$ cat config.mk
export PLATFORM = sky130hd
export DESIGN_NAME = lookup3_byte_key_hash_unit_flat
export DESIGN_NICKNAME = d
export VERILOG_FILES = /design/src/rtl/l3h_pkg.sv /design/src/rtl/l3h_if.sv /design/src/rtl/l3h_front.sv /design/src/rtl/l3h_queue.sv /design/src/rtl/l3h_back.sv /design/src/rtl/l3h_final.sv /design/src/rtl/lookup3_byte_key_hash_unit.sv /design/src/flat_wrapper.sv
export VERILOG_INCLUDE_DIRS = /design/src /design/src/rtl
export SDC_FILE = /design/constraint.sdc
export NUM_CORES = 2
export LEC_CHECK = 0
export BUFFER_PORTS_ARGS = -buffer_cell sky130_fd_sc_hd__buf_4
export CORE_ASPECT_RATIO = 0.5
export CORE_MARGIN = 8
export CORE_UTILIZATION = 31
export CTS_BUF_LIST = sky130_fd_sc_hd__clkbuf_8
export DETAILED_ROUTE_END_ITERATION = 16
export PLACE_DENSITY_LB_ADDON = 0.05
export SLEW_MARGIN = 40
export SYNTH_ARGS = -nofsm -noshare
export SYNTH_HDL_FRONTEND = slang
export SYNTH_SLANG_ARGS = --single-unit
$ cat constraint.sdc
create_clock -name clk -period 39.3 [get_ports clk]
set_input_delay 5.895 -clock clk [delete_from_list [all_inputs] [get_ports clk]]
set_output_delay 5.895 -clock clk [all_outputs]
set_load 0.05 [all_outputs]
$ cat src/rtl/lookup3_byte_key_hash_unit_assert.svh
// ---------------------------------------------------------------------------
// Assertion macros for the lookup3 byte key hash unit.
// Each macro expands to one labelled concurrent assertion on the rising edge
// of the given clock, disabled while the active-low reset is asserted.
// ---------------------------------------------------------------------------
`ifndef LOOKUP3_BYTE_KEY_HASH_UNIT_ASSERT_SVH
`define LOOKUP3_BYTE_KEY_HASH_UNIT_ASSERT_SVH

// Same-cycle implication: whenever ante holds, cons holds at that edge.
`define L3H_ASSERT_IMP(lbl, ck, rn, ante, cons) \
	lbl: assert property (@(posedge ck) disable iff (!rn) (ante) |-> (cons)) \
		else $error("lookup3 hash unit: assertion failed");

// Next-cycle implication: whenever ante holds, cons holds at the next edge.
`define L3H_ASSERT_NXT(lbl, ck, rn, ante, cons) \
	lbl: assert property (@(posedge ck) disable iff (!rn) (ante) |=> (cons)) \
		else $error("lookup3 hash unit: assertion failed");

`endif

$ cat src/rtl/l3h_pkg.sv
// ---------------------------------------------------------------------------
// l3h_pkg
// Types, constants and round functions shared by the lookup3 hash unit.
// ---------------------------------------------------------------------------
package l3h_pkg;

	// Seed constant of the lookup3 scheme and block size in bytes.
	localparam logic [31:0] SEED_CONST  = 32'hdeadbeef;
	localparam int          BLOCK_BYTES = 12;

	// Field widths.
	localparam int WORD_W    = 32;
	localparam int VB_W      = 3;
	localparam int KEY_LEN_W = 16;
	localparam int CFG_IDX_W = 2;

	// Depth of the queue between the front and back parts.
	localparam int Q_DEPTH = 4;
	localparam int Q_PTR_W = $clog2(Q_DEPTH);
	localparam int Q_CNT_W = $clog2(Q_DEPTH + 1);

	// Rounds of the block mix and of the final mix.
	localparam int MIX_STEPS  = 6;
	localparam int FIN_STAGES = 7;

	// Configuration register indexes.
	typedef enum logic [CFG_IDX_W-1:0] {
		REG_INITIAL_VALUE = 2'd0,
		REG_SLOT_MASK     = 2'd1
	} cfg_reg_t;

	// Back part sequencer states.
	typedef enum logic [1:0] {
		ST_ADD,
		ST_MIX,
		ST_POST
	} back_state_t;

	// The three lookup3 working words.
	typedef struct packed {
		logic [31:0] a;
		logic [31:0] b;
		logic [31:0] c;
	} abc_t;

	// One decoded item as handed from the front part to the back part.
	// pre_add is the little-endian block addend summed before any mix,
	// post_add the addend for word a of the next block, after the mix.
	typedef struct packed {
		logic        seed_en;
		logic [31:0] seed;
		logic [95:0] pre_add;
		logic        mix_en;
		logic [31:0] post_add;
		logic        last;
		logic        empty;
	} op_t;

	// Left rotation by a constant amount between 1 and 31.
	function automatic logic [31:0] rotl(input logic [31:0] x, input logic [4:0] r);
		return (x << r) | (x >> (6'd32 - {1'b0, r}));
	endfunction

	// One line of the lookup3 block mix.
	function automatic abc_t mix_step(input logic [2:0] idx, input abc_t s);
		abc_t o;
		o = s;
		case (idx)
			3'd0: begin o.a = (s.a - s.c) ^ rotl(s.c, 5'd4);  o.c = s.c + s.b; end
			3'd1: begin o.b = (s.b - s.a) ^ rotl(s.a, 5'd6);  o.a = s.a + s.c; end
			3'd2: begin o.c = (s.c - s.b) ^ rotl(s.b, 5'd8);  o.b = s.b + s.a; end
			3'd3: begin o.a = (s.a - s.c) ^ rotl(s.c, 5'd16); o.c = s.c + s.b; end
			3'd4: begin o.b = (s.b - s.a) ^ rotl(s.a, 5'd19); o.a = s.a + s.c; end
			3'd5: begin o.c = (s.c - s.b) ^ rotl(s.b, 5'd4);  o.b = s.b + s.a; end
			default: o = s;
		endcase
		return o;
	endfunction

	// One line of the lookup3 final mix.
	function automatic abc_t fin_step(input logic [2:0] idx, input abc_t s);
		abc_t o;
		o = s;
		case (idx)
			3'd0: o.c = (s.c ^ s.b) - rotl(s.b, 5'd14);
			3'd1: o.a = (s.a ^ s.c) - rotl(s.c, 5'd11);
			3'd2: o.b = (s.b ^ s.a) - rotl(s.a, 5'd25);
			3'd3: o.c = (s.c ^ s.b) - rotl(s.b, 5'd16);
			3'd4: o.a = (s.a ^ s.c) - rotl(s.c, 5'd4);
			3'd5: o.b = (s.b ^ s.a) - rotl(s.a, 5'd14);
			3'd6: o.c = (s.c ^ s.b) - rotl(s.b, 5'd24);
			default: o = s;
		endcase
		return o;
	endfunction

endpackage

$ cat src/rtl/l3h_if.sv
// ---------------------------------------------------------------------------
// l3h interfaces
// Valid/ready channels of the lookup3 hash unit: key words in, hash values
// out, and configuration register writes.
// ---------------------------------------------------------------------------

// Key word channel.
interface l3h_key_if import l3h_pkg::*; ();
	logic                 valid;
	logic                 ready;
	logic [WORD_W-1:0]    key_word;
	logic [VB_W-1:0]      valid_bytes;
	logic                 first_item;
	logic                 last_item;
	logic [KEY_LEN_W-1:0] key_length;

	modport source (output valid, key_word, valid_bytes, first_item, last_item, key_length,
		input ready);
	modport sink (input valid, key_word, valid_bytes, first_item, last_item, key_length,
		output ready);
endinterface

// Hash result channel.
interface l3h_hash_if import l3h_pkg::*; ();
	logic              valid;
	logic              ready;
	logic [WORD_W-1:0] hash_value;

	modport source (output valid, hash_value, input ready);
	modport sink (input valid, hash_value, output ready);
endinterface

// Configuration write channel.
interface l3h_cfg_if import l3h_pkg::*; ();
	logic                 valid;
	logic                 ready;
	logic [CFG_IDX_W-1:0] reg_index;
	logic [WORD_W-1:0]    wdata;

	modport source (output valid, reg_index, wdata, input ready);
	modport sink (input valid, reg_index, wdata, output ready);
endinterface

$ cat src/rtl/l3h_front.sv
// ---------------------------------------------------------------------------
// l3h_front
// Accepts key words, tracks the byte position within the current block and
// turns each word into block addends, a mix request and end-of-key flags.
// ---------------------------------------------------------------------------
module l3h_front import l3h_pkg::*; (
	input  logic        clk,
	input  logic        arst_n,
	l3h_key_if.sink     key_in,
	input  logic [31:0] initial_value,
	output logic        op_valid,
	output op_t         op,
	input  logic        op_ready
);

	logic [3:0]   cnt_q;
	logic [2:0]   nbytes;
	logic [3:0]   base;
	logic [3:0]   pos;
	logic [127:0] ext;
	logic [4:0]   sum;
	logic [4:0]   new_cnt;
	logic         mix_en;
	logic         accept;

	// The front part passes stalls straight through from the queue.
	assign key_in.ready = op_ready;
	assign op_valid     = key_in.valid;
	assign accept       = key_in.valid && op_ready;

	// Place each valid byte at its position within the block and the next one.
	always_comb begin
		nbytes = (key_in.valid_bytes > 3'd4) ? 3'd4 : key_in.valid_bytes;
		base   = key_in.first_item ? 4'd0 : cnt_q;
		ext    = '0;
		pos    = base;
		for (int i = 0; i < 4; i++) begin
			pos = base + 4'(i);
			if (3'(i) < nbytes) begin
				ext = ext | (128'(key_in.key_word[8*i +: 8]) << {pos, 3'b000});
			end
		end
		sum     = {1'b0, base} + {2'b00, nbytes};
		mix_en  = sum > 5'(BLOCK_BYTES);
		new_cnt = mix_en ? (sum - 5'(BLOCK_BYTES)) : sum;
	end

	// Decoded item.
	always_comb begin
		op.seed_en  = key_in.first_item;
		op.seed     = SEED_CONST + 32'(key_in.key_length) + initial_value;
		op.pre_add  = ext[95:0];
		op.mix_en   = mix_en;
		op.post_add = ext[127:96];
		op.last     = key_in.last_item;
		op.empty    = new_cnt == 5'd0;
	end

	// Byte count of the current block; twelve means a full block awaits its mix.
	always_ff @(posedge clk or negedge arst_n) begin
		if (!arst_n) begin
			cnt_q <= '0;
		end else if (accept) begin
			cnt_q <= new_cnt[3:0];
		end
	end

endmodule

$ cat src/rtl/l3h_queue.sv
// ---------------------------------------------------------------------------
// l3h_queue
// Short first-in first-out queue of decoded items between the front and
// back parts.
// ---------------------------------------------------------------------------
module l3h_queue import l3h_pkg::*; (
	input  logic clk,
	input  logic arst_n,
	input  logic push_valid,
	output logic push_ready,
	input  op_t  push_op,
	output logic pop_valid,
	input  logic pop_ready,
	output op_t  pop_op
);

	op_t                mem_q [Q_DEPTH];
	logic [Q_PTR_W-1:0] wr_ptr_q;
	logic [Q_PTR_W-1:0] rd_ptr_q;
	logic [Q_CNT_W-1:0] cnt_q;
	logic               push;
	logic               pop;

	assign push_ready = cnt_q != Q_CNT_W'(Q_DEPTH);
	assign pop_valid  = cnt_q != '0;
	assign pop_op     = mem_q[rd_ptr_q];
	assign push       = push_valid && push_ready;
	assign pop        = pop_valid && pop_ready;

	// Pointers and fill level.
	always_ff @(posedge clk or negedge arst_n) begin
		if (!arst_n) begin
			wr_ptr_q <= '0;
			rd_ptr_q <= '0;
			cnt_q    <= '0;
		end else begin
			if (push) begin
				wr_ptr_q <= wr_ptr_q + 1'b1;
			end
			if (pop) begin
				rd_ptr_q <= rd_ptr_q + 1'b1;
			end
			if (push && !pop) begin
				cnt_q <= cnt_q + 1'b1;
			end else if (pop && !push) begin
				cnt_q <= cnt_q - 1'b1;
			end
		end
	end

	// Entry storage.
	always_ff @(posedge clk) begin
		if (push) begin
			mem_q[wr_ptr_q] <= push_op;
		end
	end

endmodule

$ cat src/rtl/l3h_back.sv
// ---------------------------------------------------------------------------
// l3h_back
// Holds the lookup3 words a, b and c, sums decoded addends into them, runs
// the block mix one line per cycle and hands finished keys to the final mix.
// ---------------------------------------------------------------------------
`include "lookup3_byte_key_hash_unit_assert.svh"

module l3h_back import l3h_pkg::*; (
	input  logic clk,
	input  logic arst_n,
	input  logic op_valid,
	output logic op_ready,
	input  op_t  op,
	output logic fin_valid,
	input  logic fin_ready,
	output abc_t fin_abc,
	output logic fin_empty
);

	localparam logic [2:0] MIX_LAST = 3'(MIX_STEPS - 1);

	back_state_t state_q;
	back_state_t state_d;
	logic [2:0]  step_q;
	abc_t        s_q;
	logic [31:0] post_add_q;
	logic        last_q;
	logic        empty_q;
	abc_t        base;
	abc_t        added;
	abc_t        posted;
	logic        emit_now;
	logic        pop;

	// Seed or present state plus the addend of the bytes before any mix.
	always_comb begin
		base    = op.seed_en ? abc_t'{a: op.seed, b: op.seed, c: op.seed} : s_q;
		added.a = base.a + op.pre_add[31:0];
		added.b = base.b + op.pre_add[63:32];
		added.c = base.c + op.pre_add[95:64];
		posted   = s_q;
		posted.a = s_q.a + post_add_q;
	end

	// Sequencer: next state and handshakes.
	always_comb begin
		state_d   = state_q;
		emit_now  = op.last && !op.mix_en;
		op_ready  = 1'b0;
		fin_valid = 1'b0;
		fin_abc   = added;
		fin_empty = op.empty;
		case (state_q)
			ST_ADD: begin
				op_ready  = !emit_now || fin_ready;
				fin_valid = op_valid && emit_now && fin_ready;
				if (op_valid && op_ready && op.mix_en) begin
					state_d = ST_MIX;
				end
			end
			ST_MIX: begin
				if (step_q == MIX_LAST) begin
					state_d = ST_POST;
				end
			end
			ST_POST: begin
				fin_abc   = posted;
				fin_empty = empty_q;
				fin_valid = last_q && fin_ready;
				if (!last_q || fin_ready) begin
					state_d = ST_ADD;
				end
			end
			default: state_d = ST_ADD;
		endcase
	end

	assign pop = op_valid && op_ready;

	// State register and mix round counter.
	always_ff @(posedge clk or negedge arst_n) begin
		if (!arst_n) begin
			state_q <= ST_ADD;
			step_q  <= '0;
		end else begin
			state_q <= state_d;
			if (state_q == ST_MIX) begin
				step_q <= (step_q == MIX_LAST) ? 3'd0 : step_q + 3'd1;
			end
		end
	end

	// The working words reset to zero; item fields held across a mix need none.
	always_ff @(posedge clk or negedge arst_n) begin
		if (!arst_n) begin
			s_q <= '0;
		end else begin
			case (state_q)
				ST_ADD: begin
					if (pop) begin
						s_q <= added;
					end
				end
				ST_MIX: s_q <= mix_step(step_q, s_q);
				ST_POST: begin
					if (!last_q || fin_ready) begin
						s_q <= posted;
					end
				end
				default: s_q <= s_q;
			endcase
		end
	end

	always_ff @(posedge clk) begin
		if (pop) begin
			post_add_q <= op.post_add;
			last_q     <= op.last;
			empty_q    <= op.empty;
		end
	end

	// Items leave the queue only in the add state.
	`L3H_ASSERT_IMP(a_pop_in_add, clk, arst_n, pop, state_q == ST_ADD)
	// A key is handed on only when the final mix moves.
	`L3H_ASSERT_IMP(a_fin_when_ready, clk, arst_n, fin_valid, fin_ready)
	// The last mix round is always followed by the post-mix addition.
	`L3H_ASSERT_NXT(a_mix_to_post, clk, arst_n,
		state_q == ST_MIX && step_q == MIX_LAST, state_q == ST_POST)

endmodule

$ cat src/rtl/l3h_final.sv
// ---------------------------------------------------------------------------
// l3h_final
// Seven-stage pipeline of the lookup3 final mix, one line per stage, with the
// slot mask applied to the output of the last stage register.
// ---------------------------------------------------------------------------
`include "lookup3_byte_key_hash_unit_assert.svh"

module l3h_final import l3h_pkg::*; (
	input  logic        clk,
	input  logic        arst_n,
	input  logic        in_valid,
	output logic        in_ready,
	input  abc_t        in_abc,
	input  logic        in_empty,
	input  logic [31:0] slot_mask,
	l3h_hash_if.source  hash_out
);

	logic [FIN_STAGES:1] vld_s;
	abc_t                abc_s   [1:FIN_STAGES];
	logic [31:0]         raw_s   [1:FIN_STAGES];
	logic                empty_s [1:FIN_STAGES];
	abc_t                nxt_abc [1:FIN_STAGES];
	logic                adv;

	// The whole pipeline moves whenever its output register is free or taken.
	assign adv      = !vld_s[FIN_STAGES] || hash_out.ready;
	assign in_ready = adv;

	// One final-mix line per stage.
	always_comb begin
		nxt_abc[1] = fin_step(3'd0, in_abc);
		for (int k = 2; k <= FIN_STAGES; k++) begin
			nxt_abc[k] = fin_step(3'(k - 1), abc_s[k-1]);
		end
	end

	// Stage valid bits.
	always_ff @(posedge clk or negedge arst_n) begin
		if (!arst_n) begin
			vld_s <= '0;
		end else if (adv) begin
			vld_s <= {vld_s[FIN_STAGES-1:1], in_valid};
		end
	end

	// Stage payload; the raw c travels along for an empty key.
	always_ff @(posedge clk) begin
		if (adv) begin
			abc_s[1]   <= nxt_abc[1];
			raw_s[1]   <= in_abc.c;
			empty_s[1] <= in_empty;
			for (int k = 2; k <= FIN_STAGES; k++) begin
				abc_s[k]   <= nxt_abc[k];
				raw_s[k]   <= raw_s[k-1];
				empty_s[k] <= empty_s[k-1];
			end
		end
	end

	// Output: masked hash, or the unmasked seed for a key with no bytes.
	assign hash_out.valid      = vld_s[FIN_STAGES];
	assign hash_out.hash_value = empty_s[FIN_STAGES] ? raw_s[FIN_STAGES]
		: (abc_s[FIN_STAGES].c & slot_mask);

	// A key enters only when the pipeline moves.
	`L3H_ASSERT_IMP(a_enter_on_adv, clk, arst_n, in_valid, adv)
	// While the output stalls, no stage changes occupancy.
	`L3H_ASSERT_NXT(a_hold_on_stall, clk, arst_n, !adv, $stable(vld_s))
	// An occupied first stage moves on to the second when the pipeline moves.
	`L3H_ASSERT_NXT(a_stage_moves, clk, arst_n, adv && vld_s[1], vld_s[2])

endmodule

$ cat src/rtl/lookup3_byte_key_hash_unit.sv
// ---------------------------------------------------------------------------
// lookup3_byte_key_hash_unit
// Streaming little-endian lookup3 hash of byte keys delivered as 32-bit words.
// ---------------------------------------------------------------------------
// Usage:
//   key_in   : one transfer per key word, earliest byte in bits 7..0, with a
//              count of valid bytes; first_item seeds a new key from
//              key_length and initial_value, last_item asks for a result.
//   hash_out : one transfer per item with last_item set, carrying the final
//              hash masked by slot_mask (the unmasked seed for an empty key).
//   cfg      : register writes, index 0 initial_value, 1 slot_mask; always
//              ready, to be used only while no key is in flight.
// Throughput: one key word per cycle while no block mix is due and hash_out
//   is taken. Each 12-byte block mix is run one line per cycle by the back
//   part and holds it for the 6 mix rounds and one post-mix add; a 4-entry
//   queue lets the front part keep taking words meanwhile.
// Path: a last word that needs no mix passes through the queue and the
//   final-mix pipeline; one that completes a block also waits for that mix and its add.
// Reset: clears the working words and byte count to zero, initial_value to
//   zero and slot_mask to all ones; no clearing pass is needed.
// Stall: while hash_out is not taken the final-mix pipeline holds, then the
//   back part, queue and finally key_in.ready drop.
// ---------------------------------------------------------------------------
module lookup3_byte_key_hash_unit import l3h_pkg::*; (
	input  logic       clk,
	input  logic       arst_n,
	l3h_key_if.sink    key_in,
	l3h_hash_if.source hash_out,
	l3h_cfg_if.sink    cfg
);

	logic [31:0] initial_value_q;
	logic [31:0] slot_mask_q;
	logic        fr_valid;
	logic        fr_ready;
	op_t         fr_op;
	logic        bk_valid;
	logic        bk_ready;
	op_t         bk_op;
	logic        fin_valid;
	logic        fin_ready;
	abc_t        fin_abc;
	logic        fin_empty;

	// Configuration registers.
	assign cfg.ready = 1'b1;

	always_ff @(posedge clk or negedge arst_n) begin
		if (!arst_n) begin
			initial_value_q <= '0;
			slot_mask_q     <= '1;
		end else if (cfg.valid && cfg.ready) begin
			case (cfg_reg_t'(cfg.reg_index))
				REG_INITIAL_VALUE: initial_value_q <= cfg.wdata;
				REG_SLOT_MASK:     slot_mask_q     <= cfg.wdata;
				default: ;
			endcase
		end
	end

	// Front part: decodes key words.
	l3h_front u_front (
		.clk           (clk),
		.arst_n        (arst_n),
		.key_in        (key_in),
		.initial_value (initial_value_q),
		.op_valid      (fr_valid),
		.op            (fr_op),
		.op_ready      (fr_ready)
	);

	// Queue between front and back parts.
	l3h_queue u_queue (
		.clk        (clk),
		.arst_n     (arst_n),
		.push_valid (fr_valid),
		.push_ready (fr_ready),
		.push_op    (fr_op),
		.pop_valid  (bk_valid),
		.pop_ready  (bk_ready),
		.pop_op     (bk_op)
	);

	// Back part: summing and block mix.
	l3h_back u_back (
		.clk       (clk),
		.arst_n    (arst_n),
		.op_valid  (bk_valid),
		.op_ready  (bk_ready),
		.op        (bk_op),
		.fin_valid (fin_valid),
		.fin_ready (fin_ready),
		.fin_abc   (fin_abc),
		.fin_empty (fin_empty)
	);

	// Final mix pipeline and output register.
	l3h_final u_final (
		.clk       (clk),
		.arst_n    (arst_n),
		.in_valid  (fin_valid),
		.in_ready  (fin_ready),
		.in_abc    (fin_abc),
		.in_empty  (fin_empty),
		.slot_mask (slot_mask_q),
		.hash_out  (hash_out)
	);

endmodule
$ cat src/flat_wrapper.sv
// flat-port wrapper written by rule: the top's interface ports become plain ports
module lookup3_byte_key_hash_unit_flat import l3h_pkg::*;
  (clk, arst_n, key_in_valid, key_in_key_word, key_in_valid_bytes, key_in_first_item, key_in_last_item, key_in_key_length, key_in_ready, hash_out_valid, hash_out_hash_value, hash_out_ready, cfg_valid, cfg_reg_index, cfg_wdata, cfg_ready);
  l3h_key_if key_in_i ();
  l3h_hash_if hash_out_i ();
  l3h_cfg_if cfg_i ();
  input  logic clk;
  input  logic arst_n;
  input wire logic [$bits(key_in_i.valid)-1:0] key_in_valid;
  input wire logic [$bits(key_in_i.key_word)-1:0] key_in_key_word;
  input wire logic [$bits(key_in_i.valid_bytes)-1:0] key_in_valid_bytes;
  input wire logic [$bits(key_in_i.first_item)-1:0] key_in_first_item;
  input wire logic [$bits(key_in_i.last_item)-1:0] key_in_last_item;
  input wire logic [$bits(key_in_i.key_length)-1:0] key_in_key_length;
  output wire logic [$bits(key_in_i.ready)-1:0] key_in_ready;
  output wire logic [$bits(hash_out_i.valid)-1:0] hash_out_valid;
  output wire logic [$bits(hash_out_i.hash_value)-1:0] hash_out_hash_value;
  input wire logic [$bits(hash_out_i.ready)-1:0] hash_out_ready;
  input wire logic [$bits(cfg_i.valid)-1:0] cfg_valid;
  input wire logic [$bits(cfg_i.reg_index)-1:0] cfg_reg_index;
  input wire logic [$bits(cfg_i.wdata)-1:0] cfg_wdata;
  output wire logic [$bits(cfg_i.ready)-1:0] cfg_ready;
  assign key_in_i.valid = key_in_valid;
  assign key_in_i.key_word = key_in_key_word;
  assign key_in_i.valid_bytes = key_in_valid_bytes;
  assign key_in_i.first_item = key_in_first_item;
  assign key_in_i.last_item = key_in_last_item;
  assign key_in_i.key_length = key_in_key_length;
  assign key_in_ready = key_in_i.ready;
  assign hash_out_valid = hash_out_i.valid;
  assign hash_out_hash_value = hash_out_i.hash_value;
  assign hash_out_i.ready = hash_out_ready;
  assign cfg_i.valid = cfg_valid;
  assign cfg_i.reg_index = cfg_reg_index;
  assign cfg_i.wdata = cfg_wdata;
  assign cfg_ready = cfg_i.ready;
  lookup3_byte_key_hash_unit u_core (.clk(clk), .arst_n(arst_n), .key_in(key_in_i), .hash_out(hash_out_i), .cfg(cfg_i));
endmodule
After elaboration in Yosys (flattened, before gate mapping)
Memories as Yosys holds them, arrays and structs flattened. Cells that the tools add are included.

Eq/ne operators: 16. $lt $le $gt $ge: 6. Add/subtract/negate cells: 29. Muxes and demuxes: 30. Reduce and logical (&&, ||, !) cells: 36. Bitwise operators: 31. Shift-type cells: 4.

Operator list (number): 128-bit two-way mux (4); 8-bit by 7-bit << shifter with 128-bit output (4); 32-bit XOR (13); 96-bit two-way mux (4); 128-bit bitwise OR (3); 32-bit subtractor (10); 32-bit one-hot mux with 3 select lines (3); 96-bit one-hot mux with 3 select lines (1); 32-bit adder (8); 32-bit by 4-bit bitwise OR with 32-bit output (3); 32-bit by 14-bit bitwise OR with 32-bit output (2); 32-bit by 16-bit bitwise OR with 32-bit output (2); 31-bit by 17-bit adder with 32-bit output, first input constant (1); 32-bit AND (1); 32-bit two-way mux (1); 32-bit by 11-bit bitwise OR with 32-bit output (1); 32-bit by 19-bit bitwise OR with 32-bit output (1); 32-bit by 24-bit bitwise OR with 32-bit output (1); 32-bit by 25-bit bitwise OR with 32-bit output (1); 32-bit by 6-bit bitwise OR with 32-bit output (1); 32-bit by 8-bit bitwise OR with 32-bit output (1); 3-bit two-way mux (4); 4-bit AND reduction (3); 1-bit logical AND (10); other kinds (38) (69).

Flip-flop bits (word level): 217. Input port bits: 92. Word-level logic and storage cells: 171. Memories: 4. Bits in writable memories: 1559.

Memories: u_core.u_final.abc_s (words 7, bits a word 96, rd ports 7, clocked after memory_dff 0, write ports 7, RTL line l3h_final.sv:20) `abc_t abc_s [1:FIN_STAGES];`; u_core.u_queue.mem_q (words 4, bits a word 164, rd ports 1, clocked after memory_dff 0, write ports 1, RTL line l3h_queue.sv:17) `op_t mem_q [Q_DEPTH];`; u_core.u_final.raw_s (words 7, bits a word 32, rd ports 7, clocked after memory_dff 0, write ports 7, RTL line l3h_final.sv:21) `logic [31:0] raw_s [1:FIN_STAGES];`; u_core.u_final.empty_s (words 7, bits a word 1, rd ports 7, clocked after memory_dff 0, write ports 7, RTL line l3h_final.sv:22) `logic empty_s [1:FIN_STAGES];`.

Logic depth before layout (Yosys ltp)
Word-level depth: 10. Gate-level depth with buffers: 33.

Cells and area by module
From an unflattened synthesis, not the netlist that was laid out.

Cells, all modules: 8376. Area, all modules: 96797.8 µm².

By module, submodules not included: l3h_final (seq. area each 24408.4 µm², cells an instance 2824, instances 1, area an instance 38268.0 µm²); l3h_back (seq. area each 3548.4 µm², cells an instance 3616, instances 1, area an instance 25992.4 µm²); l3h_queue (seq. area each 19874.1 µm², cells an instance 892, instances 1, area an instance 24080.6 µm²); l3h_front (seq. area each 100.1 µm², cells an instance 906, instances 1, area an instance 5989.5 µm²); lookup3_byte_key_hash_unit (seq. area each 1641.6 µm², cells an instance 138, instances 1, area an instance 2467.4 µm²).

Worst setup path before layout
No wires, ideal clock.

Path type: input port to flip-flop. Start: in hash_out_ready. End: reg u_core.u_back.state_q[1]. Cell stages on the path: 6. Slack: 6.693 ns. Setup time: 0.151 ns. Arrival: 32.455 ns. Data required time: 39.149 ns. Cell sequence: nor2b_1 inv_1 clkbuf_1 o21ai_0 a21oi_1 o21ai_0.

Word-level cells in the longest chain between the ends: 6. Elaborated cells between the ends (all ways): 8.

Ends and longest elaborated chain: start: declaration (RTL line flat_wrapper.sv:18) `input wire logic [$bits(hash_out_i.ready)-1:0] hash_out_ready;`; 1-bit logical OR (*) (RTL line l3h_final.sv:27) `assign adv = !vld_s[FIN_STAGES] || hash_out.ready;`; named net u_core.fin_ready (RTL line lookup3_byte_key_hash_unit.sv:41) `logic fin_ready;`; 1-bit logical OR (RTL line l3h_back.sv:55) `op_ready = !emit_now || fin_ready;`; 1-bit logical AND (2 in a row) (RTL line l3h_back.sv:57) `if (op_valid && op_ready && op.mix_en) begin`; 2-bit != test (no source line); 3-bit AND reduction (no source line) (*); end signal: assignment (RTL line l3h_back.sv:86) `state_q <= state_d;`; end: declaration (RTL line l3h_back.sv:22) `back_state_t state_q;`.

The timed path passes the listed nets; every way through them passes the cells marked *. A chain may end at the register's enable or synchronous reset.

==> flow_summary_export.csv <==
group,metric,value,unit
die,dieArea,0.3190,mm2
global_route,antenna_found_initial,31,
synth,synth-edff-count,1497,
setup_path,critPathCaptureType,"flip-flop",
global_route,grt_pass1_vias,64794,
synth,synth.most_common_cell,"edfxtp_1",
layout,final_nets,8948,
route,routed_wl,362600,um
synth,synth_area,0.09304,mm2
placed_design,place.gp.congestion,0.9428,
clock_tree,postCtsHoldBufs,0,
route,drt_iter0_drc,6357,
run,maxCapViolCount,0,
setup_path,crit_arrival,9850,ps
timing,worst_pin_slew,964.5,ps
synth,ys.flop_type,"edfxtp_1",
clock_tree,cts.clk_slew.worst_paths,70,ps
setup_path,crit_type,"input port to flip-flop",
synth,synth_seq_cells,1680,
global_route,use_met3,3.373,%
synth,synth_top_area_share,48.31,%
clock_tree,cts_made_buffers,282,
die,die_x,790.8,um
synth,mappedNetlistNets,8700,
setup_path,critPathMaxFanout,4,
timing,relSlewSlack,35.27,%
die,initial_core_util,31.12,%
timing,hold_viol_final,0,
timing,slew_violations,0,
synth,yosysWarnings,0,
timing,period_share,23.22,%
synth,yosysUniqueCellTypes,90,
global_route,grt_usage,22.04,%
die,io_pins,127,
synth,async_flop_share,10.89,%
layout,drive_gt1_share,11.29,%
setup_path,critPathLaunchType,"input port",
timing,setup_tns,0,ps
global_route,grt_start_max_net_pins,101,
timing,setup_violations,0,
synth,synth_commonest_cells,"edfxtp_1 (1497), nand2_1 (784), ha_1 (586), inv_1 (578), a21oi_1 (531)",
synth,ys_seq_area_share,53.28,%
timing,clock.fmax,109.6,MHz
timing,fin_skew,92.72,ps
die,fp.dieH,403.4,um
layout,syn2layout_area_growth,12.52,%
clock_tree,clock-root-buffer,"clkbuf_8",
clock_tree,cts_sinks,1680,
route,vias_per_cell,5.217,
global_route,grt_overflow,0,
hold_path,hp-class,"flip-flop to flip-flop",
clock_tree,clock_path_buffers,4,
die,fp-row-count,142,
layout,seq_area,0.04958,mm2
route,routedWlPerCell,29.02,um
clock_tree,cts_setup_buffers,0,
global_route,grt_pass1_wl,503900,um
layout,multi_input_area,0.04044,mm2
synth,yosysTopAreaCell,"edfxtp_1",
global_route,busiest_layer,"met2",
die,core_area,0.2990,mm2
clock_tree,cts_resized,0,
layout,fillers,29788,
route,drt-pass1-iter-count,14,
synth,ys_top_cells_by_area,"edfxtp_1 (48%), ha_1 (7.9%), xnor2_1 (4.1%)",
timing,rsz0062_at_grt,"no",
route,ant_nets,0,
global_route,grtUsageMet2,33.97,%
timing,period_needed,9126,ps
timing,finalWorstSetupSlack,30170,ps
outcome,status,"completed",
placed_design,place_ws,29260,ps
setup_path,critPathRequiredTime,40030,ps
clock_tree,clk_latency,1000,ps
placed_design,dp_hpwl,276600,um
clock_tree,htreeDepth,5,
route,drc,0,
placed_design,portBuffers,125,
clock_tree,cts_tree,"built",
global_route,use_met1,31.38,%
route,vias,65174,
synth,syn_inst,8002,
synth,syn_area_per_cell,11.63,um2
==> per-stage QoR <==
stage          util, %  cells  cell area, um2  hold WS, ps
2_1_floorplan        -   8002           93040        400.3
3_3_place_gp     33.13  11994           99060        400.3
3_5_place_dp     33.20  11998           99270        404.5
4_1_cts          35.00  12490          104700        405.6
5_1_grt          35.01  12491          104700        413.5
6_report         35.01  12492          104700        407.1
==> placed cells by master (no fill, tap or decap), drive strengths merged, types with 44 or more instances in the layout <==
cell,synthesis,routed
a211oi,46,46
xor2,346,346
nor3,91,91
a21o,196,196
nand3,93,93
mux2,58,58
a222oi,129,129
nand2b,67,67
a21oi,533,533
edfxtp,1497,1497
clkinv,1,82
xnor2,440,440
inv,578,667
nand2,784,784
dfrtp,151,151
o21bai,87,87
a31oi,44,44
buf,62,252
mux4,164,164
nor2b,71,71
o21ai,535,535
mux2i,48,48
ha,586,586
clkbuf,226,297
nor2,504,504
o21a,48,48
o211ai,46,46
==> area by class of cell <==
cell class              instances  area share (%)
flip-flops and latches       1680           47.36
multi-input cells            5455           38.63
well taps                    4032           4.819
clock buffers                 297           3.904
inverters                     579           2.083
repair buffers                252           1.971
clock inverters               195           1.235
diodes                          2        0.004780
==> per-layer routing <==
| metal | routed length [um] | vias to the layer above |
|---|---|---|
| li1 | - | 29987 |
| met1 | 170300 | 32494 |
| met2 | 158800 | 2104 |
| met3 | 18990 | 583 |
| met4 | 14520 | 6 |
| met5 | 32 | - |
==> state kept, by name, summed over array words and instances, names as in the netlist, 7 cells and up <==
name / count
u_core.u_final.raw_s: 224
u_core.u_queue.mem_q: 656
u_core.slot_mask_q: 32
u_core.u_final.empty_s: 7
u_core.u_final.abc_s: 576
u_core.u_back.s_q: 32
u_core.u_final.vld_s: 7
u_core.initial_value_q: 32
u_core.u_back.posted: 64
u_core.u_back.post_add_q: 32
==> critical path: stages <==
cell,delay (ps)
buf_4,80
inv_1,30
ha_1,300
inv_1,50
ha_1,270
a21o_1,110
a21oi_1,90
o21ai_0,180
a21oi_1,120
o21ai_0,340
a211o_1,210
a2111oi_0,130
o31ai_1,550
nand2_1,120
a211oi_1,440
a211oi_1,220
nor4b_1,280
nor2_1,80
xnor2_1,360
==> cells by family after synthesis <==
family / share of synthesized area [%]
other: 0.004030
XOR/XNOR: 7.399
multiplexers: 5.188
flip-flops: 53.28
buffers and inverters: 3.506
AO/OA/AOI/OAI: 13.74
AND/OR/NAND/NOR: 8.546
adder cells (fa/ha/maj): 8.343
==> path summary, 6_finish.rpt <==
kind / start / end / slack (ps) / depth (start not counted)
max: key_in_key_length[2] / u_core.u_queue.mem_q[2][159] / 30170 / 19
min: u_core.u_final.raw_s[0][218] / u_core.u_final.raw_s[0][250] / 410 / 0
max reg2reg: u_core.u_queue.rd_ptr_q[0] / u_core.u_final.abc_s[0][126] / 30360 / 27
min reg2reg: u_core.u_final.raw_s[0][218] / u_core.u_final.raw_s[0][250] / 410 / 0
max in group asynchronous: arst_n / u_core.u_back.posted[57] / 32600 / 3
min in group asynchronous: arst_n / u_core.u_front.cnt_q[1] / 4880 / 1
Power is not shown: default switching activity piles up to over one toggle a cycle in this logic, so the estimate is an artifact.
